**src/hdl/heightmap_face_normal_stream_core_assert.svh**
```systemverilog
// Assertion macros shared by the heightmap face normal stream design.
// Every macro samples on clk and is disabled while rst_n is low.
`ifndef HEIGHTMAP_FACE_NORMAL_STREAM_CORE_ASSERT_SVH
`define HEIGHTMAP_FACE_NORMAL_STREAM_CORE_ASSERT_SVH

`ifndef ASSERT_OFF

`define HFNS_ASSERT_SAME(lbl, pre, post, msg) \
  lbl: assert property (@(posedge clk) disable iff (!rst_n) (pre) |-> (post)) else $error(msg);

`define HFNS_ASSERT_NEXT(lbl, pre, post, msg) \
  lbl: assert property (@(posedge clk) disable iff (!rst_n) (pre) |=> (post)) else $error(msg);

`else

`define HFNS_ASSERT_SAME(lbl, pre, post, msg)

`define HFNS_ASSERT_NEXT(lbl, pre, post, msg)

`endif

`endif

```
**src/hdl/hfns_pkg.sv**
```systemverilog
`timescale 1ns / 1ps

package hfns_pkg;

  localparam logic [15:0] VOID_LIMIT = 16'd64000;
  localparam logic [14:0] Q_ONE      = 15'd16384;
  localparam int          QDEPTH     = 2;

  // Configuration register indexes.
  localparam logic [2:0] REG_ROW_LENGTH     = 3'd0;
  localparam logic [2:0] REG_SKIP_ROW_FIRST = 3'd1;
  localparam logic [2:0] REG_SKIP_ROW_LAST  = 3'd2;
  localparam logic [2:0] REG_SKIP_COL_FIRST = 3'd3;
  localparam logic [2:0] REG_SKIP_COL_LAST  = 3'd4;

  localparam logic [12:0] RST_ROW_LENGTH     = 13'd3601;
  localparam logic [11:0] RST_SKIP_ROW_FIRST = 12'd139;
  localparam logic [11:0] RST_SKIP_ROW_LAST  = 12'd151;
  localparam logic [11:0] RST_SKIP_COL_FIRST = 12'd120;
  localparam logic [11:0] RST_SKIP_COL_LAST  = 12'd169;

  typedef struct packed {
    logic [15:0] height_word;
    logic        frame_start;
  } in_t;

  typedef struct packed {
    logic [11:0]        cell_row;
    logic [11:0]        cell_col;
    logic signed [15:0] upper_nx;
    logic [14:0]        upper_ny;
    logic signed [15:0] upper_nz;
    logic signed [15:0] lower_nx;
    logic [14:0]        lower_ny;
    logic signed [15:0] lower_nz;
  } out_t;

  // One classified cell: its position and the height differences of both triangles.
  typedef struct packed {
    logic [11:0]        row;
    logic [11:0]        col;
    logic signed [16:0] dx_u;
    logic signed [16:0] dz_u;
    logic signed [16:0] dx_l;
    logic signed [16:0] dz_l;
  } cell_t;

endpackage

```
**src/hdl/hfns_fifo.sv**
```systemverilog
`timescale 1ns / 1ps

module hfns_fifo (
  input  logic          clk,
  input  logic          rst_n,
  input  logic          push,
  input  hfns_pkg::cell_t wdata,
  output logic          full,
  input  logic          pop,
  output hfns_pkg::cell_t rdata,
  output logic          empty
);

  localparam int AW = $clog2(hfns_pkg::QDEPTH);

  hfns_pkg::cell_t entry_r [hfns_pkg::QDEPTH];
  logic [AW-1:0] wptr_r, wptr_nxt;
  logic [AW-1:0] rptr_r, rptr_nxt;
  logic [AW:0]   count_r, count_nxt;

  assign full  = (count_r == (AW+1)'(hfns_pkg::QDEPTH));
  assign empty = (count_r == '0);
  assign rdata = entry_r[rptr_r];

  always_comb begin
    wptr_nxt  = wptr_r;
    rptr_nxt  = rptr_r;
    count_nxt = count_r;
    if (push && !full) begin
      wptr_nxt = (wptr_r == AW'(hfns_pkg::QDEPTH - 1)) ? '0 : wptr_r + 1'b1;
    end
    if (pop && !empty) begin
      rptr_nxt = (rptr_r == AW'(hfns_pkg::QDEPTH - 1)) ? '0 : rptr_r + 1'b1;
    end
    if ((push && !full) && !(pop && !empty)) begin
      count_nxt = count_r + 1'b1;
    end else if (!(push && !full) && (pop && !empty)) begin
      count_nxt = count_r - 1'b1;
    end
  end

  always_ff @(posedge clk) begin
    if (!rst_n) begin
      wptr_r  <= '0;
      rptr_r  <= '0;
      count_r <= '0;
    end else begin
      wptr_r  <= wptr_nxt;
      rptr_r  <= rptr_nxt;
      count_r <= count_nxt;
    end
  end

  always_ff @(posedge clk) begin
    if (push && !full) begin
      entry_r[wptr_r] <= wdata;
    end
  end

endmodule

```
**config.mk**
```make
export PLATFORM = sky130hd
export DESIGN_NAME = hfns_fifo
export DESIGN_NICKNAME = d
export VERILOG_FILES = /design/src/hdl/heightmap_face_normal_stream_core_assert.svh /design/src/hdl/hfns_pkg.sv /design/src/hdl/hfns_fifo.sv
export SDC_FILE = /design/constraint.sdc
export NUM_CORES = 1
export LEC_CHECK = 0
export BUFFER_PORTS_ARGS = -buffer_cell sky130_fd_sc_hd__buf_2
export CORE_MARGIN = 1.5
export CORE_UTILIZATION = 45
export DETAILED_ROUTE_END_ITERATION = 7
export GPL_ROUTABILITY_DRIVEN = 0
export PLACE_DENSITY = 0.7
export SYNTH_ARGS = -nofsm -noshare
export SYNTH_HDL_FRONTEND = slang
export SYNTH_SLANG_ARGS = --single-unit
```
**constraint.sdc**
```tcl
create_clock -name clk -period 5.37 [get_ports clk]
set_input_delay 0.2685 -clock clk [delete_from_list [all_inputs] [get_ports clk]]
set_output_delay 0.2685 -clock clk [all_outputs]
set_load 0.05 [all_outputs]
```
==> results_dict.tcl <==
set metrics [dict create \
    detailed_place.area_mm2 0.00802 \
    route.detailed.drc 0 \
    core.rowCount 45 \
    dr.first_iter.drc_count 143 \
    antennaDiodeCount 0 \
    die_w_um 127 \
    drt_pre_antenna_iters 4 \
    holdWs_ns 0.0326 \
    achievable-frequency_mhz 363 \
    setup_repair_after_global_routing_missed_its_margin "false" \
    endpoint "rdata[76]" \
    timing.critical_path.slowest_cell_delay_ns 0.73 \
    first_global_vias 3611 \
    seqPwrFrac_pct 41.5 \
    cellPowerDensity_mw_per_mm2 543 \
    routed_wire_length_per_instance_um 16.3 \
    cts_post_setup_buffers_inserted 0 \
    worstSkewPairLatency_ns 0.42 \
    cts_max_level 4 \
    path_class "flip-flop to output port" \
    worst_slew_pin_slew_ns 0.930 \
    critical_path.slowest_cell "sky130_fd_sc_hd__buf_4" \
    timing.critical_path.arrival_ns 2.48 \
    reg2reg_to "entry_r[1][16]$_DFFE_PP_" \
    synth.cell_area_mm2 0.00690 \
    post_synth_edffs 184 \
    die_h_um 127 \
    ant_nets 0 \
    net_sw_share_pct 38.0 \
    async_reset_ff_share_pct 0 \
    area_delta_synth_final_pct 24.0 \
    pwr-share-clk_pct 24.3 \
    initial_utilization_pct 45.7 \
    power_leakage_nw 3.20 \
    critical_path_cell_by_cell "buf_4 > mux2_2 > buf_2" \
    coreArea_mm2 0.0151 \
    synthDistinctLibCells 23 \
    cts.hold.buffers_added 0 \
    yosys_most_used_dff "sky130_fd_sc_hd__edfxtp_1" \
    ys_ff_latch 189 \
    clock_path_buffers 2 \
    antenna_found_initial 0 \
    period_needed_ns 2.75 \
    yosys-top-cells-area "sky130_fd_sc_hd__edfxtp_1 (80%), sky130_fd_sc_hd__mux2_1 (13%), sky130_fd_sc_hd__mux2_2 (2.0%), sky130_fd_sc_hd__dfxtp_1 (1.5%), sky130_fd_sc_hd__buf_6 (1.3%)" \
    die_area_mm2 0.0161 \
    viasPerCell 4.92 \
    leading_cell_type_by_number_of_instances_after_synthesis "sky130_fd_sc_hd__edfxtp_1" \
    grt-ovfl-total 0 \
    setup_viol 0 \
    worstSetupStartpointType "flip-flop" \
    synthesis.nets 408 \
    comb_power_share_pct 34.3 \
    synth.top_cell.area_share_pct 80.1 \
    layout_worst_path_cycle_share_pct 51.3 \
    timing_hold_violations_final 0 \
    path_clk_slew_ns 0.06 \
    placement.io_buffers 189 \
    worst_slew_margin_rel_pct 38.0 \
    p_sw_mw 1.77 \
    tritoncts_clock_tree "built" \
    nets 610 \
    clk_sink_count 189 \
    setup.worst_path.end_class "output port" \
    grtUsageTotal_pct 15.1 \
    holdCritPathClass "input port to flip-flop" \
    final_layout_size_suffix_gt1_share_pct 44.7 \
    top_ports 190 \
    r2r-start "count_r[0]$_SDFFE_PN0P_" \
    r2r_cells 3 \
    fin_area_mm2 0.00856 \
    peakVddDrop_mv 0.292 \
    final_core_util_pct 56.7 \
    maxCapViolCount 0 \
    yosys.area.top_type "sky130_fd_sc_hd__edfxtp_1" \
    post_synth_most_frequent_cells "sky130_fd_sc_hd__edfxtp_1 (184), sky130_fd_sc_hd__mux2_1 (80), sky130_fd_sc_hd__mux2_2 (12)" \
    setup_tns_ns 0 \
    outcome "complete, no violations" \
    ys_seq_area_share_pct 81.6 \
    cts_root_buf "sky130_fd_sc_hd__clkbuf_16" \
    internal_power_mw 2.88 \
    syn_avg_cell_area_um2 22.2 \
    finalMaxSlewViolations 0 \
    cts.repair.resized 0 \
    timing.clock.skew_ns 0.00663 \
    dp_hpwl_um 7500 \
    wire_length_of_the_first_global_routing_pass_um 18000 \
    critPathMaxFanout 66 \
    cts_buffers 17 \
    worstPathRequired_ns 5.10 \
    grt_start_max_net_pins 67 \
    count_of_synthesis_stage_warnings_from_yosys 0 \
    netlist_instances 311 \
    routed-via-count 3514 \
    worst-r2r-setup-slack_ns 3.12 \
    wirelength_um 11600 \
]
## power by group through the flow
stage | Clock [mW] | Combinational, mW | Sequential, mW
after floorplan | 0 | 1.31 | 1.94
after global placement | 0 | 1.60 | 1.95
after detailed placement | 0 | 1.61 | 1.96
after CTS | 1.16 | 1.62 | 1.93
after global routing | 1.22 | 1.67 | 1.95
final | 1.13 | 1.59 | 1.93
## worst min path at each step
stage          slack (ns)  depth (start not counted)                       end      start
2_1_floorplan        0.37                          0   entry_r[0][0]$_DFFE_PP_   wdata[0]
3_3_place_gp         0.46                          1  entry_r[0][53]$_DFFE_PP_  wdata[53]
3_5_place_dp         0.46                          1  entry_r[1][44]$_DFFE_PP_  wdata[44]
4_1_cts             0.009                          1  entry_r[1][37]$_DFFE_PP_  wdata[37]
5_1_grt             0.006                          1  entry_r[1][21]$_DFFE_PP_  wdata[21]
6_report             0.03                          1  entry_r[0][53]$_DFFE_PP_  wdata[53]
## flip-flops by register name (all words and copies together), names as in the netlist, named ones only
register,count
rptr_r,1
wptr_r,1
count_r,2
entry_r,184
## worst max-delay path: cells and delay by family, from the launching register on
| kind | cells | cell delay, ns |
|---|---|---|
| buffers and inverters | 2 | 0.94 |
| DFF | 1 | 0.58 |
| muxes | 1 | 0.42 |
## metal layers
layer  track usage, %  up-vias  part of all wire (%)
met5                0        -                     0
met4             6.02        0                   1.9
met3             6.75       18                   7.8
met2             25.2      125                    50
met1             17.1     1739                    40
li1                 -     1632                     -
## stage by stage
| step | instances | setup slack [ns] | power [mW] |
|---|---|---|---|
| detailed placement | 682 | 3.03 | 3.57 |
| floorplan | 311 | 0.578 | 3.25 |
| global route | 714 | 2.49 | 4.84 |
| CTS | 714 | 2.56 | 4.71 |
| global placement | 682 | 3.04 | 3.55 |
| finish | 714 | 2.62 | 4.65 |
## final cells by class
cell class                 count  area (um2)
sequential                   189        5630
clock inverter                12        97.6
timing repair buffer         193         976
fill                        1216        6530
multi-input combinational    110        1170
inverter                       2        7.51
tap                          188         235
clock buffer                  20         437
## kinds of logic after synthesis
| group | count (synthesis) | synth area share, % |
|---|---|---|
| adder cells (fa/ha/maj) | 1 | 0.181 |
| AO/OA/AOI/OAI | 5 | 0.472 |
| flip-flops | 189 | 81.6 |
| multiplexers | 92 | 15.0 |
| AND/OR/NAND/NOR | 9 | 0.798 |
| buffers and inverters | 12 | 1.60 |
| XOR/XNOR | 3 | 0.381 |
## cells in the final DEF, fill, tap and decap left out, drive strengths merged
| cell | instances |
|---|---|
| dfxtp | 5 |
| edfxtp | 184 |
| and2 | 3 |
| clkinvlp | 2 |
| a21boi | 2 |
| buf | 193 |
| mux2 | 92 |
| xnor2 | 2 |
| ha | 1 |
| xor2 | 1 |
| or3 | 1 |
| bufinv | 1 |
| clkbuf | 20 |
| clkinv | 8 |
| nor3 | 1 |
| o21a | 1 |
| nor2 | 2 |
| inv | 3 |
| nand2b | 1 |
| and3 | 1 |
| o21ai | 2 |
Power figures use the tool's default switching activity.
