<file path="src/hdl/heightmap_face_normal_stream_core_assert.svh">
// Assertion macros shared by the heightmap face normal stream design.
// Every macro samples on clk and is disabled while rst_n is low.
`ifndef HEIGHTMAP_FACE_NORMAL_STREAM_CORE_ASSERT_SVH
`define HEIGHTMAP_FACE_NORMAL_STREAM_CORE_ASSERT_SVH

`ifndef ASSERT_OFF

`define HFNS_ASSERT_SAME(lbl, pre, post, msg) \
  lbl: assert property (@(posedge clk) disable iff (!rst_n) (pre) |-> (post)) else $error(msg);

`define HFNS_ASSERT_NEXT(lbl, pre, post, msg) \
  lbl: assert property (@(posedge clk) disable iff (!rst_n) (pre) |=> (post)) else $error(msg);

`else

`define HFNS_ASSERT_SAME(lbl, pre, post, msg)

`define HFNS_ASSERT_NEXT(lbl, pre, post, msg)

`endif

`endif

</file>
<file path="src/hdl/hfns_pkg.sv">
`timescale 1ns / 1ps

package hfns_pkg;

  localparam logic [15:0] VOID_LIMIT = 16'd64000;
  localparam logic [14:0] Q_ONE      = 15'd16384;
  localparam int          QDEPTH     = 2;

  // Configuration register indexes.
  localparam logic [2:0] REG_ROW_LENGTH     = 3'd0;
  localparam logic [2:0] REG_SKIP_ROW_FIRST = 3'd1;
  localparam logic [2:0] REG_SKIP_ROW_LAST  = 3'd2;
  localparam logic [2:0] REG_SKIP_COL_FIRST = 3'd3;
  localparam logic [2:0] REG_SKIP_COL_LAST  = 3'd4;

  localparam logic [12:0] RST_ROW_LENGTH     = 13'd3601;
  localparam logic [11:0] RST_SKIP_ROW_FIRST = 12'd139;
  localparam logic [11:0] RST_SKIP_ROW_LAST  = 12'd151;
  localparam logic [11:0] RST_SKIP_COL_FIRST = 12'd120;
  localparam logic [11:0] RST_SKIP_COL_LAST  = 12'd169;

  typedef struct packed {
    logic [15:0] height_word;
    logic        frame_start;
  } in_t;

  typedef struct packed {
    logic [11:0]        cell_row;
    logic [11:0]        cell_col;
    logic signed [15:0] upper_nx;
    logic [14:0]        upper_ny;
    logic signed [15:0] upper_nz;
    logic signed [15:0] lower_nx;
    logic [14:0]        lower_ny;
    logic signed [15:0] lower_nz;
  } out_t;

  // One classified cell: its position and the height differences of both triangles.
  typedef struct packed {
    logic [11:0]        row;
    logic [11:0]        col;
    logic signed [16:0] dx_u;
    logic signed [16:0] dz_u;
    logic signed [16:0] dx_l;
    logic signed [16:0] dz_l;
  } cell_t;

endpackage

</file>
<file path="src/hdl/hfns_back.sv">
`timescale 1ns / 1ps

module hfns_back (
  input  logic            clk,
  input  logic            rst_n,
  input  logic            q_empty,
  output logic            q_pop,
  input  hfns_pkg::cell_t q_data,
  output logic            out_empty,
  input  logic            out_pop,
  output hfns_pkg::out_t  out_data
);

  localparam logic [3:0] ST_IDLE = 4'd0;
  localparam logic [3:0] ST_SQX  = 4'd1;
  localparam logic [3:0] ST_SQZ  = 4'd2;
  localparam logic [3:0] ST_SUM  = 4'd3;
  localparam logic [3:0] ST_INIT = 4'd4;
  localparam logic [3:0] ST_MID  = 4'd5;
  localparam logic [3:0] ST_MLO  = 4'd6;
  localparam logic [3:0] ST_MHI  = 4'd7;
  localparam logic [3:0] ST_CMP  = 4'd8;
  localparam logic [3:0] ST_DONE = 4'd9;

  logic [3:0]  state_r;
  logic        tri_r;
  logic [1:0]  comp_r;
  logic        out_valid_r;
  hfns_pkg::cell_t ent_r;
  hfns_pkg::out_t  out_r;
  logic [31:0] xx_r, zz_r, cc_r;
  logic [32:0] s_r;
  logic [14:0] lo_r, hi_r, mid_r;
  logic [29:0] tt_r;
  logic [45:0] plo_r;
  logic [46:0] phi_r;
  logic signed [15:0] nx_r [2];
  logic [14:0]        ny_r [2];
  logic signed [15:0] nz_r [2];

  logic signed [16:0] sel_x, sel_z;
  logic [16:0] abs_x, abs_z;
  logic [15:0] mid_sum;
  logic [14:0] mid;
  logic [15:0] t2;
  logic [14:0] t;
  logic [63:0] prod, rhs;
  logic [15:0] sgn_val;
  logic        neg;

  assign out_empty = !out_valid_r;
  assign out_data  = out_r;
  assign q_pop     = (state_r == ST_IDLE) && !q_empty;

  always_comb begin
    sel_x   = tri_r ? ent_r.dx_l : ent_r.dx_u;
    sel_z   = tri_r ? ent_r.dz_l : ent_r.dz_u;
    abs_x   = sel_x[16] ? 17'(-sel_x) : sel_x;
    abs_z   = sel_z[16] ? 17'(-sel_z) : sel_z;
    mid_sum = 16'(lo_r) + 16'(hi_r) + 16'd1;
    mid     = mid_sum[15:1];
    t2      = {mid, 1'b0} - 16'd1;
    t       = t2[14:0];
    prod    = (64'(phi_r) << 16) + 64'(plo_r);
    rhs     = 64'(cc_r) << 30;
    neg     = (comp_r == 2'd0) ? sel_x[16] : sel_z[16];
    sgn_val = neg ? (16'd0 - {1'b0, lo_r}) : {1'b0, lo_r};
  end

  always_ff @(posedge clk) begin
    if (!rst_n) begin
      state_r     <= ST_IDLE;
      out_valid_r <= 1'b0;
      tri_r       <= 1'b0;
      comp_r      <= '0;
    end else begin
      if ((state_r == ST_DONE) && (!out_valid_r || out_pop)) begin
        out_valid_r <= 1'b1;
      end else if (out_pop && out_valid_r) begin
        out_valid_r <= 1'b0;
      end
      case (state_r)
        ST_IDLE: begin
          if (!q_empty) begin
            tri_r   <= 1'b0;
            state_r <= ST_SQX;
          end
        end
        ST_SQX:  state_r <= ST_SQZ;
        ST_SQZ:  state_r <= ST_SUM;
        ST_SUM: begin
          comp_r  <= 2'd0;
          state_r <= ST_INIT;
        end
        ST_INIT: state_r <= ST_MID;
        ST_MID: begin
          if (lo_r >= hi_r) begin
            if (comp_r != 2'd2) begin
              comp_r  <= comp_r + 2'd1;
              state_r <= ST_INIT;
            end else if (!tri_r) begin
              tri_r   <= 1'b1;
              state_r <= ST_SQX;
            end else begin
              state_r <= ST_DONE;
            end
          end else begin
            state_r <= ST_MLO;
          end
        end
        ST_MLO:  state_r <= ST_MHI;
        ST_MHI:  state_r <= ST_CMP;
        ST_CMP:  state_r <= ST_MID;
        ST_DONE: begin
          if (!out_valid_r || out_pop) begin
            state_r <= ST_IDLE;
          end
        end
        default: state_r <= ST_IDLE;
      endcase
    end
  end

  // Each magnitude is the largest m with (2m-1)^2 * S <= (2^15 * c)^2, found by bisection.
  always_ff @(posedge clk) begin
    case (state_r)
      ST_IDLE: begin
        if (!q_empty) begin
          ent_r <= q_data;
        end
      end
      ST_SQX: xx_r <= abs_x[15:0] * abs_x[15:0];
      ST_SQZ: zz_r <= abs_z[15:0] * abs_z[15:0];
      ST_SUM: s_r  <= 33'(xx_r) + 33'(zz_r) + 33'd1;
      ST_INIT: begin
        case (comp_r)
          2'd0:    cc_r <= xx_r;
          2'd1:    cc_r <= 32'd1;
          default: cc_r <= zz_r;
        endcase
        lo_r <= '0;
        hi_r <= hfns_pkg::Q_ONE;
      end
      ST_MID: begin
        if (lo_r >= hi_r) begin
          case (comp_r)
            2'd0:    nx_r[tri_r] <= sgn_val;
            2'd1:    ny_r[tri_r] <= lo_r;
            default: nz_r[tri_r] <= sgn_val;
          endcase
        end else begin
          mid_r <= mid;
          tt_r  <= t * t;
        end
      end
      ST_MLO: plo_r <= tt_r * s_r[15:0];
      ST_MHI: phi_r <= tt_r * s_r[32:16];
      ST_CMP: begin
        if (prod <= rhs) begin
          lo_r <= mid_r;
        end else begin
          hi_r <= mid_r - 15'd1;
        end
      end
      ST_DONE: begin
        if (!out_valid_r || out_pop) begin
          out_r.cell_row <= ent_r.row;
          out_r.cell_col <= ent_r.col;
          out_r.upper_nx <= nx_r[0];
          out_r.upper_ny <= ny_r[0];
          out_r.upper_nz <= nz_r[0];
          out_r.lower_nx <= nx_r[1];
          out_r.lower_ny <= ny_r[1];
          out_r.lower_nz <= nz_r[1];
        end
      end
      default: ;
    endcase
  end

endmodule

</file>
<file path="config.mk">
export PLATFORM = sky130hd
export DESIGN_NAME = hfns_back
export DESIGN_NICKNAME = d
export VERILOG_FILES = /design/src/hdl/heightmap_face_normal_stream_core_assert.svh /design/src/hdl/hfns_pkg.sv /design/src/hdl/hfns_back.sv
export SDC_FILE = /design/constraint.sdc
export NUM_CORES = 2
export LEC_CHECK = 0
export BUFFER_PORTS_ARGS = -buffer_cell sky130_fd_sc_hd__buf_4
export CORE_MARGIN = 5
export CORE_UTILIZATION = 30
export CTS_CLUSTER_SIZE = 30
export DETAILED_ROUTE_END_ITERATION = 8
export PLACE_DENSITY_LB_ADDON = 0.08
export RECOVER_POWER = 25
export SYNTH_ARGS = -nofsm -noshare
export SYNTH_HDL_FRONTEND = slang
export SYNTH_SLANG_ARGS = --single-unit
</file>
<file path="constraint.sdc">
create_clock -name clk -period 8.14 [get_ports clk]
set_input_delay 1.628 -clock clk [delete_from_list [all_inputs] [get_ports clk]]
set_output_delay 1.628 -clock clk [all_outputs]
set_load 0.005 [all_outputs]
</file>
==> flow_metrics.tcl <==
set metrics [dict create \
    floorplan.die_area_mm2 0.258 \
    worstSetupEndpointType "register" \
    ys_seq_area_share_pct 24.2 \
    final.setup_skew_ps 74.3 \
    average_routed_wire_per_standard_cell_um 19.8 \
    max_slew_margin_pct 15.9 \
    synth_edf_count 594 \
    syn-mean-instance-area_um2 10.2 \
    grt_max_degree 74 \
    final_gp_congestion 0.857 \
    cts_hold_buffers 0 \
    clk_pin_slew_ps 60 \
    nets 9895 \
    critPathRequiredTime_ps 8580 \
    postLayoutCoreUtil_pct 35.2 \
    synth.mux.area_fraction_pct 0.452 \
    coreArea_mm2 0.248 \
    dpl.hpwl_um 187000 \
    synth_compound_gate_area_share_pct 6.90 \
    synthAdderAreaFrac_pct 43.9 \
    synth_largest_type_area_fraction_pct 33.2 \
    layout_cell_share_with_drive_strength_beyond_1_pct 13.0 \
    finalInstanceArea_mm2 0.0873 \
    yosys.area_share.xor_xnor_pct 3.61 \
    proportion_of_synthesized_flip_flops_having_asynchronous_set_or_reset_pct 0 \
    max_capacitance_violation_count 0 \
    yosys_synthesis_warning_count 0 \
    postSynth.topFlopCell "edfxtp_1" \
    cpLargestDelayFamily "adder cells" \
    period_share_pct 99.8 \
    number_of_antenna_violations_at_the_first_check_in_global_routing 4 \
    drt.antenna.violating_nets 0 \
    run_status "completed" \
    drc 0 \
    crit_slowest_cell "fa_1" \
    worst-setup-path-type "register to register" \
    firstDrtPassIters 5 \
    viasPerCell 4.54 \
    cts.htree.levels 3 \
    wire_length_of_the_first_global_routing_pass_um 351000 \
    largest_buffer_count_on_any_clock_path 3 \
    critPathBufInv 9 \
    fp-row-count 183 \
    yosys_register_bits 602 \
    first_global_vias 56900 \
    floorplan.initialDensity_pct 30.0 \
    worst_hold_path_type "register to register" \
    yosys.area_share.simple_pct 11.8 \
    critPathMaxFanout 5 \
    timing_hold_violations_final 0 \
    yosys-top-cells-area "fa_1, edfxtp_1, ha_1" \
    syn-instance-count 7333 \
    post_synth_instance_area_mm2 0.0745 \
    max_slew_vio_count 0 \
    cts_root_buffer "clkbuf_16" \
    die_h_um 508 \
    cts_tree "done" \
    setup-violations-final 0 \
    detailroute.via_count 51400 \
    slowest_delay_ps 540 \
    tritoncts.num_buffers 81 \
    worstMarginPinSlew_ps 1250 \
    boundaryPins 216 \
    final.min_clock_period_ps 8130 \
    total_routed_wirelength_um 224000 \
    crit_path_frequent_cell "fa_1" \
    first_iter_violations 2332 \
    synth_largest_area_cell "fa_1" \
    clock_latency_ps 730 \
    place_area_mm2 0.0835 \
    grt_util_all_layers_pct 17.7 \
    fmax_mhz 123 \
    worst-endpoint-arrival_ps 8570 \
    grt_overflow_total 0 \
    synthToLayoutAreaGrowth_pct 17.2 \
    largest_family_of_logic_cells_by_synthesized_area "adder cells" \
    unrepaired_setup_endpoints_after_global_routing "true" \
    fp.dieW_um 508 \
    timing.critical_path.from_type "register" \
    io_buffer_count 215 \
    synthDistinctLibCells 84 \
    cts.sink_count 602 \
]
==> layer usage <==
layer,part of all wire (%),track usage (%),vias to the layer above
met2,49,30.9,741
met1,46,23.9,26200
met3,2.6,1.63,203
li1,-,-,24200
met5,0,0,-
met4,2.2,3.84,0
==> state kept, by name, summed over array words and instances, names as in the netlist, 32 cells and up <==
signal and count:
ent_r 92, nx_r 32, nz_r 32, out_data 118
phi_r 47, plo_r 46, s_r 33
==> logic make-up (layout without fill, tap and decap cells) <==
family,after synthesis,in the layout
simple gates,1927,1927
buf+inv,1819,2457
compound gates,777,777
xor+xnor,301,301
flops,602,602
mux,33,33
fa+ha+maj,1872,1872
other cells,2,28
==> final timing paths <==
path                          from                endpoint  slack [ps]  cells past startpoint
max          lo_r[0]$_SDFFCE_PP0P_      tt_r[26]$_DFFE_PP_          10                     36
min           nx_r[1][6]$_DFFE_PP_  out_data[37]$_DFFE_PP_         410                      0
max reg2reg  lo_r[0]$_SDFFCE_PP0P_      tt_r[26]$_DFFE_PP_          10                     36
min reg2reg   nx_r[1][6]$_DFFE_PP_  out_data[37]$_DFFE_PP_         410                      0
==> final cells by class <==
class,count,area (µm²)
Tap cell,3330,4170
Inverter,1588,5980
Clock buffer,93,2070
Multi-Input combinational cell,4933,50500
Fill cell,25200,161000
Clock inverter,55,831
Sequential cell,602,18000
Antenna cell,5,12.5
Timing Repair Buffer,721,5760
==> cells in the mapped netlist (106+ instances only) <==
cell,count
a21o_1,106
fa_1,1234
and2_1,263
a21oi_1,219
nand2_1,901
xnor2_1,199
edfxtp_1,594
clkbuf_1,221
nor2_1,377
o21ai_0,135
inv_1,1563
ha_1,638
==> worst reg2reg max path, delay by kind of cell, from the launching register on <==
kind	cells	cell delay [ps]
and+or+nand+nor	8	1380
buffers and inverters	9	670
xor gates and xnor gates	2	310
DFF	1	360
adders and majority gates	9	3760
AOI/OAI and AO/OA	8	1400
==> metrics by stage <==
stage / hold slack [ps] / setup WS, ps / instances / setup TNS (ps)
4_1_cts: 410 / -79.6 / 11300 / -200
6_report: 414 / 13.9 / 11300 / 0
2_1_floorplan: 400 / -26.0 / 7354 / -26.0
3_3_place_gp: 400 / -327 / 11100 / -2080
3_5_place_dp: 405 / -314 / 11100 / -2910
5_1_grt: 417 / -344 / 11300 / -2860
==> layout by cell type, fill, tap and decap left out, types with 18 or more instances in the layout <==
| cell | Yosys | final |
|---|---|---|
| inv_1 | 1563 | 1551 |
| fa_1 | 1234 | 1227 |
| nand2_1 | 901 | 894 |
| buf_4 | 1 | 662 |
| ha_1 | 638 | 624 |
| edfxtp_1 | 594 | 594 |
| nor2_1 | 377 | 363 |
| and2_1 | 263 | 262 |
| a21oi_1 | 219 | 209 |
| xnor2_1 | 199 | 190 |
| o21ai_0 | 135 | 122 |
| a21o_1 | 106 | 106 |
| xor2_1 | 96 | 94 |
| clkbuf_16 | 0 | 81 |
| nor3_1 | 67 | 61 |
| nand2b_1 | 60 | 58 |
| nand3_1 | 53 | 52 |
| o21bai_1 | 44 | 42 |
| and3_1 | 36 | 36 |
| o21a_1 | 34 | 34 |
| or2_2 | 33 | 32 |
| nor2b_1 | 32 | 31 |
| a22o_1 | 30 | 30 |
| nand4_1 | 28 | 28 |
| buf_12 | 0 | 28 |
| clkbuf_1 | 221 | 26 |
| mux2i_1 | 28 | 25 |
| a211oi_1 | 26 | 23 |
| conb_1 | 2 | 23 |
| a31oi_1 | 24 | 22 |
| or3_1 | 20 | 19 |
| nor4_1 | 21 | 19 |
| clkinv_1 | 22 | 19 |
| o31ai_1 | 19 | 18 |
| clkinv_2 | 0 | 18 |
==> repair_timing <==
item	CTS	global route
buffers inserted	15	26
setup endpoints to repair	23	29
pin swaps	40	48
gates resized for setup	43	107
Power is left out: the tool's default activity adds up to more than one toggle a clock period on the data nets, which glitch-free logic cannot reach.
